`config.mk`:
```
export PLATFORM = sky130hd
export DESIGN_NAME = interleaved_rtp_deframer
export DESIGN_NICKNAME = d
export VERILOG_FILES = /design/src/design/rtpdf_pkg.sv /design/src/design/rtpdf_core.sv /design/src/design/interleaved_rtp_deframer.sv
export SDC_FILE = /design/constraint.sdc
export NUM_CORES = 1
export LEC_CHECK = 0
export ABC_AREA = 1
export ABC_CLOCK_PERIOD_IN_PS = 3800
export BUFFER_PORTS_ARGS = -buffer_cell sky130_fd_sc_hd__buf_4
export CAP_MARGIN = 20
export CORE_MARGIN = 2
export CORE_UTILIZATION = 25
export CTS_CLUSTER_SIZE = 28
export DETAILED_ROUTE_END_ITERATION = 7
export PLACE_DENSITY = 0.4
export SYNTH_ARGS = -nofsm -noshare
export SYNTH_HDL_FRONTEND = slang
export SYNTH_SLANG_ARGS = --single-unit
```
`constraint.sdc`:
```
create_clock -name clock -period 3.8 [get_ports clock]
set_clock_uncertainty 0.15 [all_clocks]
set_input_delay 0 -clock clock [delete_from_list [all_inputs] [get_ports clock]]
set_output_delay 0 -clock clock [all_outputs]
set_load 0.1 [all_outputs]
```
`src/design/rtpdf_pkg.sv`:
```
// Package for the interleaved RTP deframer.
// Holds the frame and header constants and the result struct; depends on nothing.
package rtpdf_pkg;

   localparam int unsigned POS_W = 17;
   localparam int unsigned LEN_W = 16;
   localparam int unsigned SEQ_W = 16;
   localparam int unsigned TS_W  = 32;

   localparam logic [7:0] MAGIC_BYTE  = 8'h24;
   localparam logic [7:0] RTP_V2      = 8'h80;
   localparam logic [7:0] RTP_PT_BYTE = 8'h60;
   localparam logic [7:0] MARKER_BIT  = 8'h80;

   localparam logic [POS_W-1:0] PREFIX_BYTES = POS_W'(4);

   localparam logic [TS_W-1:0] SAMPLES_RESET = TS_W'(4096);

   // One result of the deframer, before the output register.
   typedef struct packed {
      logic       valid;
      logic [7:0] out_byte;
      logic       last;
      logic       error;
   } rtpdf_result_type;

endpackage

```
`src/design/rtpdf_core.sv`:
```
// Frame parser and RTP header rewriter of the interleaved RTP deframer.
// Holds all stream state and turns one byte into zero or one result; uses rtpdf_pkg.
module rtpdf_core (
   input  logic                            clock,
   input  logic                            reset,
   input  logic                            fire,
   input  logic [7:0]                      in_byte,
   input  logic [rtpdf_pkg::TS_W-1:0]      samples_per_packet,
   output rtpdf_pkg::rtpdf_result_type     result
);
   import rtpdf_pkg::*;

   // Payload offsets of the rewritten header bytes.
   localparam logic [POS_W-1:0] HDR_VERSION = POS_W'(0);
   localparam logic [POS_W-1:0] HDR_TYPE    = POS_W'(1);
   localparam logic [POS_W-1:0] HDR_SEQ_HI  = POS_W'(2);
   localparam logic [POS_W-1:0] HDR_SEQ_LO  = POS_W'(3);
   localparam logic [POS_W-1:0] HDR_TS_3    = POS_W'(4);
   localparam logic [POS_W-1:0] HDR_TS_2    = POS_W'(5);
   localparam logic [POS_W-1:0] HDR_TS_1    = POS_W'(6);
   localparam logic [POS_W-1:0] HDR_TS_0    = POS_W'(7);

   logic [POS_W-1:0] position_ff, position_in;
   logic [LEN_W-1:0] pkt_len_ff, pkt_len_in;
   logic             rewriting_ff, rewriting_in;
   logic [SEQ_W-1:0] seq_ff, seq_in;
   logic [TS_W-1:0]  ts_ff, ts_in;
   logic [SEQ_W-1:0] lat_seq_ff, lat_seq_in;
   logic [TS_W-1:0]  lat_ts_ff, lat_ts_in;
   logic             first_done_ff, first_done_in;
   logic             halted_ff, halted_in;

   logic [POS_W-1:0] offset;
   logic             is_last;
   logic             rewrite_now;
   logic [7:0]       rewritten;
   logic [LEN_W-1:0] new_len;

   assign offset  = position_ff - PREFIX_BYTES;
   assign is_last = (offset + POS_W'(1)) >= {1'b0, pkt_len_ff};
   assign new_len = {pkt_len_ff[LEN_W-1:8], in_byte};

   // The first payload byte decides whether this packet gets a new header.
   assign rewrite_now = (offset == HDR_VERSION) ? (in_byte != RTP_V2) : rewriting_ff;

   always_comb begin
      case (offset)
         HDR_VERSION: rewritten = RTP_V2;
         HDR_TYPE:    rewritten = RTP_PT_BYTE | (first_done_ff ? 8'h00 : MARKER_BIT);
         HDR_SEQ_HI:  rewritten = lat_seq_ff[15:8];
         HDR_SEQ_LO:  rewritten = lat_seq_ff[7:0];
         HDR_TS_3:    rewritten = lat_ts_ff[31:24];
         HDR_TS_2:    rewritten = lat_ts_ff[23:16];
         HDR_TS_1:    rewritten = lat_ts_ff[15:8];
         HDR_TS_0:    rewritten = lat_ts_ff[7:0];
         default:     rewritten = in_byte;
      endcase
   end

   always_comb begin
      position_in   = position_ff;
      pkt_len_in    = pkt_len_ff;
      rewriting_in  = rewriting_ff;
      seq_in        = seq_ff;
      ts_in         = ts_ff;
      lat_seq_in    = lat_seq_ff;
      lat_ts_in     = lat_ts_ff;
      first_done_in = first_done_ff;
      halted_in     = halted_ff;
      result        = '0;

      if (halted_ff) begin
         result = '0;
      end else if (position_ff < PREFIX_BYTES) begin
         case (position_ff[1:0])
            2'd0: begin
               if (in_byte != MAGIC_BYTE) begin
                  halted_in       = 1'b1;
                  result.valid    = 1'b1;
                  result.out_byte = in_byte;
                  result.error    = 1'b1;
               end else begin
                  position_in = POS_W'(1);
               end
            end
            2'd1: begin
               position_in = POS_W'(2);
            end
            2'd2: begin
               pkt_len_in  = {in_byte, 8'h00};
               position_in = POS_W'(3);
            end
            default: begin
               pkt_len_in   = new_len;
               position_in  = (new_len == '0) ? '0 : PREFIX_BYTES;
               rewriting_in = 1'b0;
            end
         endcase
      end else begin
         result.valid    = 1'b1;
         result.last     = is_last;
         result.out_byte = rewrite_now ? rewritten : in_byte;
         rewriting_in    = rewrite_now;
         if (offset == HDR_VERSION && rewrite_now) begin
            lat_seq_in = seq_ff;
            lat_ts_in  = ts_ff;
            seq_in     = seq_ff + SEQ_W'(1);
            ts_in      = ts_ff + samples_per_packet;
         end
         if (rewrite_now && (offset == HDR_TYPE || (offset == HDR_VERSION && is_last))) begin
            first_done_in = 1'b1;
         end
         if (is_last) begin
            position_in  = '0;
            rewriting_in = 1'b0;
         end else begin
            position_in = position_ff + POS_W'(1);
         end
      end
   end

   always_ff @(posedge clock) begin
      if (reset) begin
         position_ff   <= '0;
         pkt_len_ff    <= '0;
         rewriting_ff  <= 1'b0;
         seq_ff        <= '0;
         ts_ff         <= '0;
         lat_seq_ff    <= '0;
         lat_ts_ff     <= '0;
         first_done_ff <= 1'b0;
         halted_ff     <= 1'b0;
      end else if (fire) begin
         position_ff   <= position_in;
         pkt_len_ff    <= pkt_len_in;
         rewriting_ff  <= rewriting_in;
         seq_ff        <= seq_in;
         ts_ff         <= ts_in;
         lat_seq_ff    <= lat_seq_in;
         lat_ts_ff     <= lat_ts_in;
         first_done_ff <= first_done_in;
         halted_ff     <= halted_in;
      end
   end

endmodule

```
`src/design/interleaved_rtp_deframer.sv`:
```
// Interleaved RTP deframer: an accepted req byte waits in the input register until the
// result register is free or emptied; rsp_valid rises once its result is loaded there.
// Throughput is one byte per cycle while rsp_ready is high; the parse
// and rewrite in rtpdf_core are combinational between the input and result registers.
// Prefix bytes and zero-length frames produce no result; a bad magic byte gives one error
// result. Synchronous active-high reset clears the stream state, the sequence number and
// timestamp, and sets the sample increment to 4096. Uses rtpdf_pkg and rtpdf_core.
module interleaved_rtp_deframer (
   input  logic                       clock,
   input  logic                       reset,
   input  logic                       req_valid,
   output logic                       req_ready,
   input  logic [7:0]                 req_in_byte,
   output logic                       rsp_valid,
   input  logic                       rsp_ready,
   output logic [7:0]                 rsp_out_byte,
   output logic                       rsp_last,
   output logic                       rsp_error,
   input  logic                       csr_valid,
   output logic                       csr_ready,
   input  logic [rtpdf_pkg::TS_W-1:0] csr_samples_per_packet
);
   import rtpdf_pkg::*;

   // The sample increment register. Writes are always taken; the user must send them only
   // while idle, so no transaction in flight sees a change; the block does not enforce this.
   logic [TS_W-1:0] samples_ff;

   assign csr_ready = 1'b1;

   always_ff @(posedge clock) begin
      if (reset) begin
         samples_ff <= SAMPLES_RESET;
      end else if (csr_valid) begin
         samples_ff <= csr_samples_per_packet;
      end
   end

   // Input register. A byte leaves it when the result register is free or is being emptied
   // in the same cycle, so while results are taken a new transaction can enter every cycle.
   logic       in_valid_ff, in_valid_in;
   logic [7:0] in_byte_ff;
   logic       advance;

   assign advance   = in_valid_ff && (!rsp_valid || rsp_ready);
   assign req_ready = !in_valid_ff || advance;

   always_comb begin
      in_valid_in = in_valid_ff;
      if (req_valid && req_ready) begin
         in_valid_in = 1'b1;
      end else if (advance) begin
         in_valid_in = 1'b0;
      end
   end

   always_ff @(posedge clock) begin
      if (reset) begin
         in_valid_ff <= 1'b0;
      end else begin
         in_valid_ff <= in_valid_in;
      end
   end

   always_ff @(posedge clock) begin
      if (req_valid && req_ready) begin
         in_byte_ff <= req_in_byte;
      end
   end

   // The parser and header rewriter. Its state moves only when the byte in
   // the input register is consumed.
   rtpdf_result_type result;

   rtpdf_core u_core (
      .clock              (clock),
      .reset              (reset),
      .fire               (advance),
      .in_byte            (in_byte_ff),
      .samples_per_packet (samples_ff),
      .result             (result)
   );

   // Result register. It loads the core's result when a byte is consumed; a
   // byte that yields nothing leaves it empty.
   logic       out_valid_ff, out_valid_in;
   logic [7:0] out_byte_ff;
   logic       out_last_ff;
   logic       out_error_ff;

   assign out_valid_in = advance ? result.valid : (out_valid_ff && !rsp_ready);

   always_ff @(posedge clock) begin
      if (reset) begin
         out_valid_ff <= 1'b0;
      end else begin
         out_valid_ff <= out_valid_in;
      end
   end

   always_ff @(posedge clock) begin
      if (advance) begin
         out_byte_ff  <= result.out_byte;
         out_last_ff  <= result.last;
         out_error_ff <= result.error;
      end
   end

   assign rsp_valid    = out_valid_ff;
   assign rsp_out_byte = out_byte_ff;
   assign rsp_last     = out_last_ff;
   assign rsp_error    = out_error_ff;

`ifndef ASSERT_OFF
   // An error result never marks the end of a packet.
   assert property (@(posedge clock) disable iff (reset)
      rsp_valid && rsp_error |-> !rsp_last)
      else $error("error result carries last");

   // Once the error transaction has gone out, the block stays silent until reset.
   assert property (@(posedge clock) disable iff (reset)
      rsp_valid && rsp_ready && rsp_error |=> !rsp_valid)
      else $error("result after error");

   // A result appears only when a byte has just left the input register.
   assert property (@(posedge clock) disable iff (reset)
      !rsp_valid ##1 rsp_valid |-> $past(advance))
      else $error("result without a consumed byte");
`endif

endmodule

```
==> results by group, run 1 <==
Global routing
  – Global route overflow: 0
  – Largest net degree at the start of global routing: 77
  – Initial antenna violation count: 0
  – GRT Total Usage: 0.157
  – First-pass GRT wire length: 56.9 mm
  – Vias in the first global route: 10400

Placed design
  – Gpl congestion: 0.829
  – Cells after DPL: 2214
  – Hpwl dp: 26.7 mm
  – Buffers on Ports: 56

Die
  – DIE AREA: 46000 sq um
  – # rows: 77
  – Die height: 215 um
  – Initial Util: 0.252
  – # IOs: 58
  – Die Width: 215 um
  – CORE AREA: 44000 sq um

Layout
  – Most common cell after layout, fill and taps aside: nand2_1
  – Multi-input gate area: 6300 sq um
  – Post-route core utilization: 0.315
  – Finished Layout Cells: 2333
  – Nets@finish: 1831
  – # diodes: 0
  – Fill cells: 4832
  – Layout cells sized above 1: 0.135
  – Layout area overhead: 25.0%
  – Most frequent cells in the layout: 247 x nand2_1, 201 x nor2_1, 176 x inv_1, 162 x dfxtp_1, 149 x a21oi_1
  – Sequential Area: 3870 sq um

Route
  – Final routed DRC violation total: 0
  – DR iter-0 viols: 490
  – Via count: 10700
  – Final WL: 36.0 mm
  – ANT nets after route: 0
  – Via density: 4.58
  – DR pass1 iterations: 5
  – Drt wl/cell: 15.4 um

Clock network
  – Reg clk slew, reported paths: 0.08 ns
  – Root buffer cell: clkbuf_16
  – CTS tree: built
  – CTS Buffer Depth: 2
  – TritonCTS Buffers: 17
  – H-tree depth: 4
  – Clock net sink count: 184
  – Skew-Pair Late Insertion Delay: 0.48 ns

Timing
  – Minimum clock period: 3.61 ns
  – Setup violators final: 0
  – Highest clock rate: 0.277 GHz
  – Final max-slew violation count: 0
  – Hold Vio Cnt, Final: 0
  – Slew @ Worst Pin: 0.855 ns
  – Hold_ws: 0.0832 ns
  – Final Cycle Share: 0.951
  – RSZ-0062 raised after global routing: true
  – Max transition margin: 0.429

Synthesis
  – Top post-synthesis cells by area: dfxtp_1 30%, nand2_1 8.7%, nor2_1 6.9%, a21oi_1 6.9%, ha_1 6.4%
  – Post-Synthesis Cells: 1582
  – Synthesized cell area: 11100 sq um
  – Yosys top cell by area: dfxtp_1
  – Yosys warning count: 0
  – Post-synthesis async set-or-reset flop share: 0
  – Yosys cell types: 58
  – Mapped Avg Cell Area: 7.00 sq um
  – Top FF cell, synth: dfxtp_1
  – EDFF count, synth: 18
  – Yosys reg bits: 184
  – Top-area cell type share of the netlist area: 0.300
  – Sequential share of the synthesized area: 0.349
  – Synth Net Count: 1685

Power and ir drop
  – Sequential share of power: 0.487
  – Int Pwr: 3020 uW
  – Switch Pwr: 1140 uW
  – Power density over the cells: 300 nW/um^2
  – Combinational power share: 0.091
  – Leakage: 0.00577 uW
  – VDD IR max: 358 uV
  – Sw Share: 0.274
  – Clk pwr share: 0.422

Worst setup path
  – RR Startpoint: u_core.position_ff[3]
  – Type of the worst setup path: flip-flop to flip-flop
  – Worst setup EP type: flip-flop
  – Worst-path maximum fanout: 6
  – Startpoint Class: flip-flop
  – Cells on worst reg2reg path: 25
  – Reg2reg setup slack: 0.19 ns
  – CP required: 3.89 ns
  – R2R Path End: rsp_last
  – Crit path arrival time: 3.70 ns

Min path
  – Hold WC Path Type: input port to flip-flop
  – WHS Path Cells: 2
  – Hold Crit Start: req_in_byte[1]
  – Hold Path End: in_byte_ff[1]

Status
  – Outcome: complete, no violations

Run
  – Maxcap violations: 0
## cell families (layout without fill, tap and decap cells)
logic type / count (synthesis) / in the layout / synth area share
AND/OR/NAND/NOR: 677 / 677 / 0.274
AO/OA/AOI/OAI: 358 / 358 / 0.173
buffers and inverters: 253 / 412 / 0.0971
flip-flops: 184 / 184 / 0.349
adder cells (fa/ha/maj): 58 / 58 / 0.0662
XOR/XNOR: 51 / 51 / 0.0403
other: 1 / 1 / 0.000338
## stage by stage
step | cell area [sq um] | setup WS (ns) | TNS, ns | power, uW
final | 13800 | 0.187 | 0 | 4160
after global routing | 13800 | -0.0834 | -1.29 | 4350
after CTS | 13600 | 0.0391 | 0 | 4240
after detailed placement | 12300 | 0.0606 | 0 | 2380
after global placement | 12300 | 0.0785 | 0 | 2380
after floorplan | 11100 | 0.0487 | 0 | 2270
## worst max-delay path, cell delays in order (launching register included)
cell and delay, ns:
dfxtp_2 0.33, buf_4 0.15, nor2_4 0.10, nand2_2 0.08, buf_4 0.15, nor2_4 0.11, nand2_2 0.07, nand2_2 0.09
inv_2 0.06, nor4_2 0.21, buf_4 0.17, nand3_4 0.08, nor3_4 0.20, xor2_1 0.17, inv_1 0.09, ha_4 0.24
nand2_2 0.06, inv_2 0.04, nand3_2 0.05, nor3_2 0.05, a31o_2 0.25, a21oi_2 0.11, nand2_2 0.10, buf_8 0.16
nand2_4 0.05, nor2_1 0.04
## power groups by stage
| stage | clock network [uW] | registers (uW) | logic [uW] |
|---|---|---|---|
| 6_report | 1760 | 2030 | 378 |
| 5_1_grt | 1900 | 2030 | 418 |
| 4_1_cts | 1840 | 2030 | 376 |
| 3_5_place_dp | 0 | 2070 | 307 |
| 3_3_place_gp | 0 | 2070 | 307 |
| 2_1_floorplan | 0 | 2100 | 165 |
## state kept, by name (all words and copies together) (netlist names), 8 cells and up
register and count:
in_byte_ff 8, rsp_out_byte 8, samples_ff 32, u_core.lat_seq_ff 16, u_core.lat_ts_ff 32, u_core.pkt_len_ff 16, u_core.position_ff 17, u_core.seq_ff 16
u_core.ts_ff 32
## timing repair
| item | CTS | global route |
|---|---|---|
| setup endpoints to repair | 0 | 20 |
| gates resized for setup | 0 | 48 |
| buffers inserted | 0 | 8 |
| hold buffers | 77 | 0 |
| endpoints found under the hold margin | 94 | 0 |
## routing by layer
layer | up-vias | share of wire | global-route usage
met3 | 35 | 0.026 | 0.0258
met2 | 149 | 0.46 | 0.254
met4 | 0 | 0.021 | 0.0567
met5 | - | 0 | 0
li1 | 5553 | - | -
met1 | 4944 | 0.49 | 0.211
## synthesized netlist by cell type (3+ instances only)
cell	number
buf_2	8
nand2_2	10
nor2_4	7
nor3b_1	4
nor2_1	205
o211ai_1	3
buf_4	14
a21o_1	7
o21ai_1	43
dfxtp_1	166
inv_2	10
nor3_1	23
a31oi_1	3
ha_1	57
edfxtp_1	18
buf_6	8
nand3_1	105
nand2_4	3
nor4_1	13
nand4_1	25
nand2_1	256
xnor2_1	21
inv_1	182
xor2_1	30
a211oi_1	17
nor2_2	13
o21ai_0	113
clkbuf_1	27
a21oi_1	153
## cell type report
class	instances	area share
clock buffer	18	0.0310
multi-input combinational	1145	0.455
tap	592	0.0535
clock inverter	14	0.00931
inverter	194	0.0528
sequential	184	0.280
timing repair buffer	186	0.119
## how the worst max path moves through the flow
stage | start | end
after floorplan | u_core.position_ff[3] | u_core.position_ff[15]
after global placement | u_core.position_ff[3] | rsp_last
after detailed placement | u_core.position_ff[3] | rsp_last
after CTS | u_core.position_ff[3] | rsp_last
after global routing | u_core.position_ff[3] | u_core.position_ff[6]
final | u_core.position_ff[3] | rsp_last
(Power assumes the default switching activity.)
==> inputs of run 2 (changes only) <==
- CELL_PAD_IN_SITES_DETAIL_PLACEMENT: default -> 1
- CELL_PAD_IN_SITES_GLOBAL_PLACEMENT: default -> 1
- PLACE_DENSITY: 0.4 -> 0.5
- SETUP_SLACK_MARGIN: default -> 0.05
==> results by group, run 2 (synthesized netlist as in run 1, its figures left out) <==
Die
  – Die Width: 215 um (unchanged)
  – DIE AREA: 46000 sq um (unchanged)
  – # rows: 77 (unchanged)
  – # IOs: 58 (unchanged)
  – CORE AREA: 44000 sq um (unchanged)
  – Initial Util: 0.252 (unchanged)
  – Die height: 215 um (unchanged)

Worst setup path
  – CP required: 3.97 ns (was 3.89 ns)
  – Worst-path maximum fanout: 6 (unchanged)
  – Type of the worst setup path: flip-flop to flip-flop (unchanged)
  – Crit-path max cell delay: 0.34 ns (was 0.33 ns)
  – Crit path arrival time: 3.79 ns (was 3.70 ns)
  – Most frequent CP cell: nand2_1 (was nand2_2)
  – Crit-path slowest cell: dfxtp_2 (unchanged)
  – Worst setup EP type: flip-flop (unchanged)
  – Startpoint Class: flip-flop (unchanged)

Timing
  – Setup TNS: 0 ns (unchanged)
  – Final max-slew violation count: 0 (unchanged)
  – Final Worst Setup Slack: 0.179 ns (was 0.187 ns)
  – Hold_ws: 0.0412 ns (was 0.0832 ns)
  – Hold Vio Cnt, Final: 0 (unchanged)
  – Highest clock rate: 0.276 GHz (was 0.277 GHz)
  – RSZ-0062 raised after global routing: true (unchanged)
  – Setup violators final: 0 (unchanged)
  – Minimum clock period: 3.62 ns (was 3.61 ns)
  – Max transition margin: 0.544 (was 0.429)
  – Final Cycle Share: 0.953 (was 0.951)
  – Slew @ Worst Pin: 0.683 ns (was 0.855 ns)

Route
  – DR pass1 iterations: 5 (unchanged)
  – Via density: 4.67 (was 4.58)
  – Drt wl/cell: 16.9 um (was 15.4 um)
  – DR iter-0 viols: 464 (was 490)
  – Via count: 10900 (was 10700)
  – Final routed DRC violation total: 0 (unchanged)
  – Final WL: 39.5 mm (was 36.0 mm)
  – ANT nets after route: 0 (unchanged)

Power and ir drop
  – Leakage: 0.00580 uW (was 0.00577 uW)
  – Power density over the cells: 299 nW/um^2 (was 300 nW/um^2)
  – VDD IR max: 305 uV (was 358 uV)

Global routing
  – First-pass GRT wire length: 64.0 mm (was 56.9 mm)
  – Largest net degree at the start of global routing: 60 (was 77)
  – Vias in the first global route: 11500 (was 10400)
  – Initial antenna violation count: 0 (unchanged)
  – Global route overflow: 0 (unchanged)
  – GRT Total Usage: 0.175 (was 0.157)

Layout
  – Layout cells sized above 1: 0.149 (was 0.135)
  – Most common cell after layout, fill and taps aside: nand2_1 (unchanged)
  – Nets@finish: 1837 (was 1831)
  – Most frequent cells in the layout: 246 x nand2_1, 200 x nor2_1, 175 x inv_1, 161 x dfxtp_1, 144 x a21oi_1 (was 247 x nand2_1, 201 x nor2_1, 176 x inv_1, 162 x dfxtp_1, 149 x a21oi_1)
  – Layout area overhead: 26.5% (was 25.0%)
  – Finished Layout Cells: 2339 (was 2333)
  – # diodes: 0 (unchanged)
  – Regs by FF count: samples_ff (32), u_core.lat_ts_ff (32), u_core.ts_ff (32) (unchanged)

Status
  – Outcome: complete, no violations (unchanged)

Placed design
  – Gpl congestion: 0.835 (was 0.829)
  – Cells after DPL: 2217 (was 2214)
  – Place WS: -0.0418 ns (was 0.0606 ns)
  – Buffers on Ports: 56 (unchanged)
  – Hpwl dp: 29.7 mm (was 26.7 mm)

Clock network
  – H-tree depth: 4 (unchanged)
  – CTS Buffer Depth: 2 (unchanged)
  – Clock net sink count: 184 (unchanged)
  – Reg clk slew, reported paths: 0.08 ns (about the same)
  – Skew-Pair Late Insertion Delay: 0.46 ns (was 0.48 ns)
  – Root buffer cell: clkbuf_16 (unchanged)
  – CTS tree: built (unchanged)
  – TritonCTS Buffers: 17 (unchanged)

Min path
  – Hold WC Path Type: input port to flip-flop (unchanged)

Run
  – Maxcap violations: 0 (unchanged)
==> run 2: changes by cell type in the layout (fill, tap and decap cells not counted), sizes merged <==
| cell | before | now |
|---|---|---|
| clkinvlp | 1 | 3 |
| inv | 202 | 198 |
| buf | 109 | 116 |
| dlygate4sd3 | 77 | 75 |
| clkinv | 5 | 6 |
| clkbuf | 18 | 20 |
==> run 2: area by class of cell <==
cell class | count | area (sq um)
fillers | 5489 | 30000
multi-input cells | 1145 | 6380
flip-flops and latches | 184 | 3870
repair buffers | 192 | 1720
well taps | 592 | 741
inverters | 194 | 739
clock buffers | 19 | 453
clock inverters | 13 | 111
==> run 2: layer usage <==
metal | global-route usage | routed length (um) | part of all wire
met1 | 0.237 | 19600 | 0.50
met3 | 0.0167 | 471 | 0.012
met4 | 0.0451 | 489 | 0.012
met2 | 0.297 | 18900 | 0.48
met5 | 0 | 0 | 0
==> run 2: worst max-delay path, delay by kind of cell (launching register included) <==
| kind | cells | cell delay (ns) |
|---|---|---|
| buffers and inverters | 7 | 0.94 |
| AO/OA/AOI/OAI | 3 | 0.43 |
| adder cells (fa/ha/maj) | 1 | 0.27 |
| XOR/XNOR | 1 | 0.13 |
| AND/OR/NAND/NOR | 14 | 1.22 |
| flip-flops | 1 | 0.34 |
==> run 2: through the flow <==
step | total power, uW | cell area, sq um | utilization
after floorplan | 2270 | 11100 | -
after global placement | 2390 | 12300 | 0.279
after detailed placement | 2390 | 12300 | 0.280
after CTS | 4250 | 13700 | 0.310
after global routing | 4360 | 14000 | 0.318
final | 4190 | 14000 | 0.318
==> run 2: worst paths after layout <==
check                         from  cells after the start  slack (ns)                   end
min                          reset                      3        0.04      u_core.seq_ff[3]
min reg2reg   u_core.lat_ts_ff[20]                      2        0.32  u_core.lat_ts_ff[20]
max          u_core.position_ff[3]                     26        0.18  u_core.first_done_ff
max reg2reg  u_core.position_ff[3]                     26        0.18  u_core.first_done_ff
==> run 2: repair_timing <==
action                     4_1_cts  5_1_grt
pin swaps                        4       24
cloned                           0        1
setup buffers                    2       12
resized for setup                4       62
hold endpoints to repair        50        0
setup endpoints to repair       17       27
hold buffers                    75        0
==> run 2: power breakdown <==
group | internal, uW | leakage (uW) | switching (uW)
Clock | 891 | 0.000272 | 882
Sequential | 2000 | 0.00152 | 28.5
Combinational | 161 | 0.00401 | 226
==> inputs of run 3 (changes only) <==
- RECOVER_POWER: default -> 100
==> results by group, run 3 (synthesized netlist as in run 1, its figures left out) <==
Status
  – Outcome: complete, no violations (unchanged)

Timing
  – Hold Vio Cnt, Final: 0 (unchanged)
  – Slew @ Worst Pin: 1.18 ns (was 0.683 ns)
  – Hold_ws: 0.0393 ns (was 0.0412 ns)
  – Highest clock rate: 0.277 GHz (was 0.276 GHz)
  – Setup violators final: 0 (unchanged)
  – RSZ-0062 raised after global routing: true (unchanged)
  – Minimum clock period: 3.62 ns (about the same)
  – Max transition margin: 0.214 (was 0.544)
  – Final max-slew violation count: 0 (unchanged)
  – Final Cycle Share: 0.952 (was 0.953)

Placed design
  – DP Area: 12300 sq um (unchanged)
  – Hpwl dp: 29.7 mm (unchanged)
  – Gpl congestion: 0.835 (unchanged)
  – Buffers on Ports: 56 (unchanged)
  – Cells after DPL: 2217 (unchanged)

Layout
  – Layout cells sized above 1: 0.139 (was 0.149)
  – Finished Layout Cells: 2339 (unchanged)
  – Nets@finish: 1837 (unchanged)
  – # diodes: 0 (unchanged)
  – Fin area: 14000 sq um (about the same)
  – Multi-input gate area: 6380 sq um (unchanged)
  – Regs by FF count: samples_ff (32), u_core.lat_ts_ff (32), u_core.ts_ff (32) (unchanged)
  – Sequential Area: 3870 sq um (unchanged)
  – Most frequent cells in the layout: 246 x nand2_1, 200 x nor2_1, 176 x inv_1, 161 x dfxtp_1, 144 x a21oi_1 (was 246 x nand2_1, 200 x nor2_1, 175 x inv_1, 161 x dfxtp_1, 144 x a21oi_1)
  – Fill cells: 5504 (was 5489)
  – Most common cell after layout, fill and taps aside: nand2_1 (unchanged)
  – Layout area overhead: 25.9% (was 26.5%)

Worst setup path
  – Worst setup EP type: flip-flop (unchanged)
  – CP required: 3.97 ns (about the same)
  – Worst-path maximum fanout: 6 (unchanged)
  – Crit-path slowest cell: dfxtp_2 (unchanged)
  – Crit-path max cell delay: 0.34 ns (about the same)
  – Startpoint Class: flip-flop (unchanged)
  – Most frequent CP cell: nand2_1 (unchanged)
  – Crit path arrival time: 3.79 ns (about the same)
  – Type of the worst setup path: flip-flop to flip-flop (unchanged)

Route
  – Via count: 10900 (about the same)
  – ANT nets after route: 0 (unchanged)
  – DR pass1 iterations: 6 (was 5)
  – Final routed DRC violation total: 0 (unchanged)
  – DR iter-0 viols: 486 (was 464)
  – Final WL: 39.5 mm (about the same)
  – Via density: 4.67 (about the same)
  – Drt wl/cell: 16.9 um (about the same)

Global routing
  – Largest net degree at the start of global routing: 60 (unchanged)
  – Vias in the first global route: 11500 (unchanged)
  – Initial antenna violation count: 0 (unchanged)
  – GRT Total Usage: 0.175 (unchanged)
  – First-pass GRT wire length: 64.0 mm (unchanged)
  – Global route overflow: 0 (unchanged)

Run
  – Maxcap violations: 0 (unchanged)

Clock network
  – Reg clk slew, reported paths: 0.08 ns (about the same)
  – H-tree depth: 4 (unchanged)
  – CTS Buffer Depth: 2 (unchanged)
  – Clock net sink count: 184 (unchanged)
  – Root buffer cell: clkbuf_16 (unchanged)
  – Skew-Pair Late Insertion Delay: 0.46 ns (about the same)
  – CTS tree: built (unchanged)
  – TritonCTS Buffers: 17 (unchanged)

Die
  – CORE AREA: 44000 sq um (unchanged)
  – Initial Util: 0.252 (unchanged)
  – DIE AREA: 46000 sq um (unchanged)
  – Die height: 215 um (unchanged)
  – Die Width: 215 um (unchanged)
  – # IOs: 58 (unchanged)
  – # rows: 77 (unchanged)

Power and ir drop
  – VDD IR max: 305 uV (about the same)
  – Leakage: 0.00574 uW (was 0.00580 uW)
  – Power density over the cells: 299 nW/um^2 (about the same)

Min path
  – Hold WC Path Type: input port to flip-flop (unchanged)
run 3: cell types whose count changed in the layout (fill, tap and decap cells not counted), sizes merged:
cell,before,now
clkbuf,20,45
buf,116,91
run 3: worst paths after layout:
path                         startpoint              endpoint  slack, ns  cells after the start
setup / recovery  u_core.position_ff[3]  u_core.first_done_ff       0.18                     26
hold / removal                    reset      u_core.seq_ff[3]       0.04                      3
setup reg to reg  u_core.position_ff[3]  u_core.first_done_ff       0.18                     26
hold reg to reg    u_core.lat_ts_ff[20]  u_core.lat_ts_ff[20]       0.32                      2
run 3: per-stage QoR:
stage,utilization,power [uW],setup TNS [ns],worst slack (ns)
final,0.317,4180,0,0.184
after global routing,0.317,4350,-1.07,-0.0846
after CTS,0.310,4250,0,0.0731
after detailed placement,0.280,2390,-0.118,-0.0418
after global placement,0.279,2390,0,0.0583
after floorplan,-,2270,0,0.0824
run 3: layout make-up:
class / count / area share
clock buffers: 19 / 0.0325
clock inverters: 13 / 0.00798
repair buffers: 192 / 0.119
inverters: 194 / 0.0530
well taps: 592 / 0.0531
flip-flops and latches: 184 / 0.278
multi-input cells: 1145 / 0.457
run 3: repair_timing:
item	4_1_cts	5_1_grt
pin swaps	4	24
buffers inserted	2	12
hold buffers	75	0
resized for setup	4	62
endpoints found under the setup margin	17	27
gates cloned	0	1
hold endpoints to repair	50	0
run 3: per-layer routing:
layer	share of wire	GRT usage	vias up
met5	0	0	-
met4	0.012	0.0451	0
met3	0.012	0.0167	27
met2	0.48	0.297	63
met1	0.50	0.237	5306
li1	-	-	5535
run 3: critical path, delay by kind of cell, from the launching register on:
| kind | cells | cell delay [ns] |
|---|---|---|
| compound gates | 3 | 0.43 |
| simple gates | 14 | 1.22 |
| xor+xnor | 1 | 0.13 |
| fa+ha+maj | 1 | 0.27 |
| buf+inv | 7 | 0.92 |
| flops | 1 | 0.34 |
run 3: power breakdown:
group          switching, uW  total, uW  internal [uW]
sequential              28.5       2020           2000
combinational            226        379            153
clock                    882       1770            891
total                   1140       4180           3040
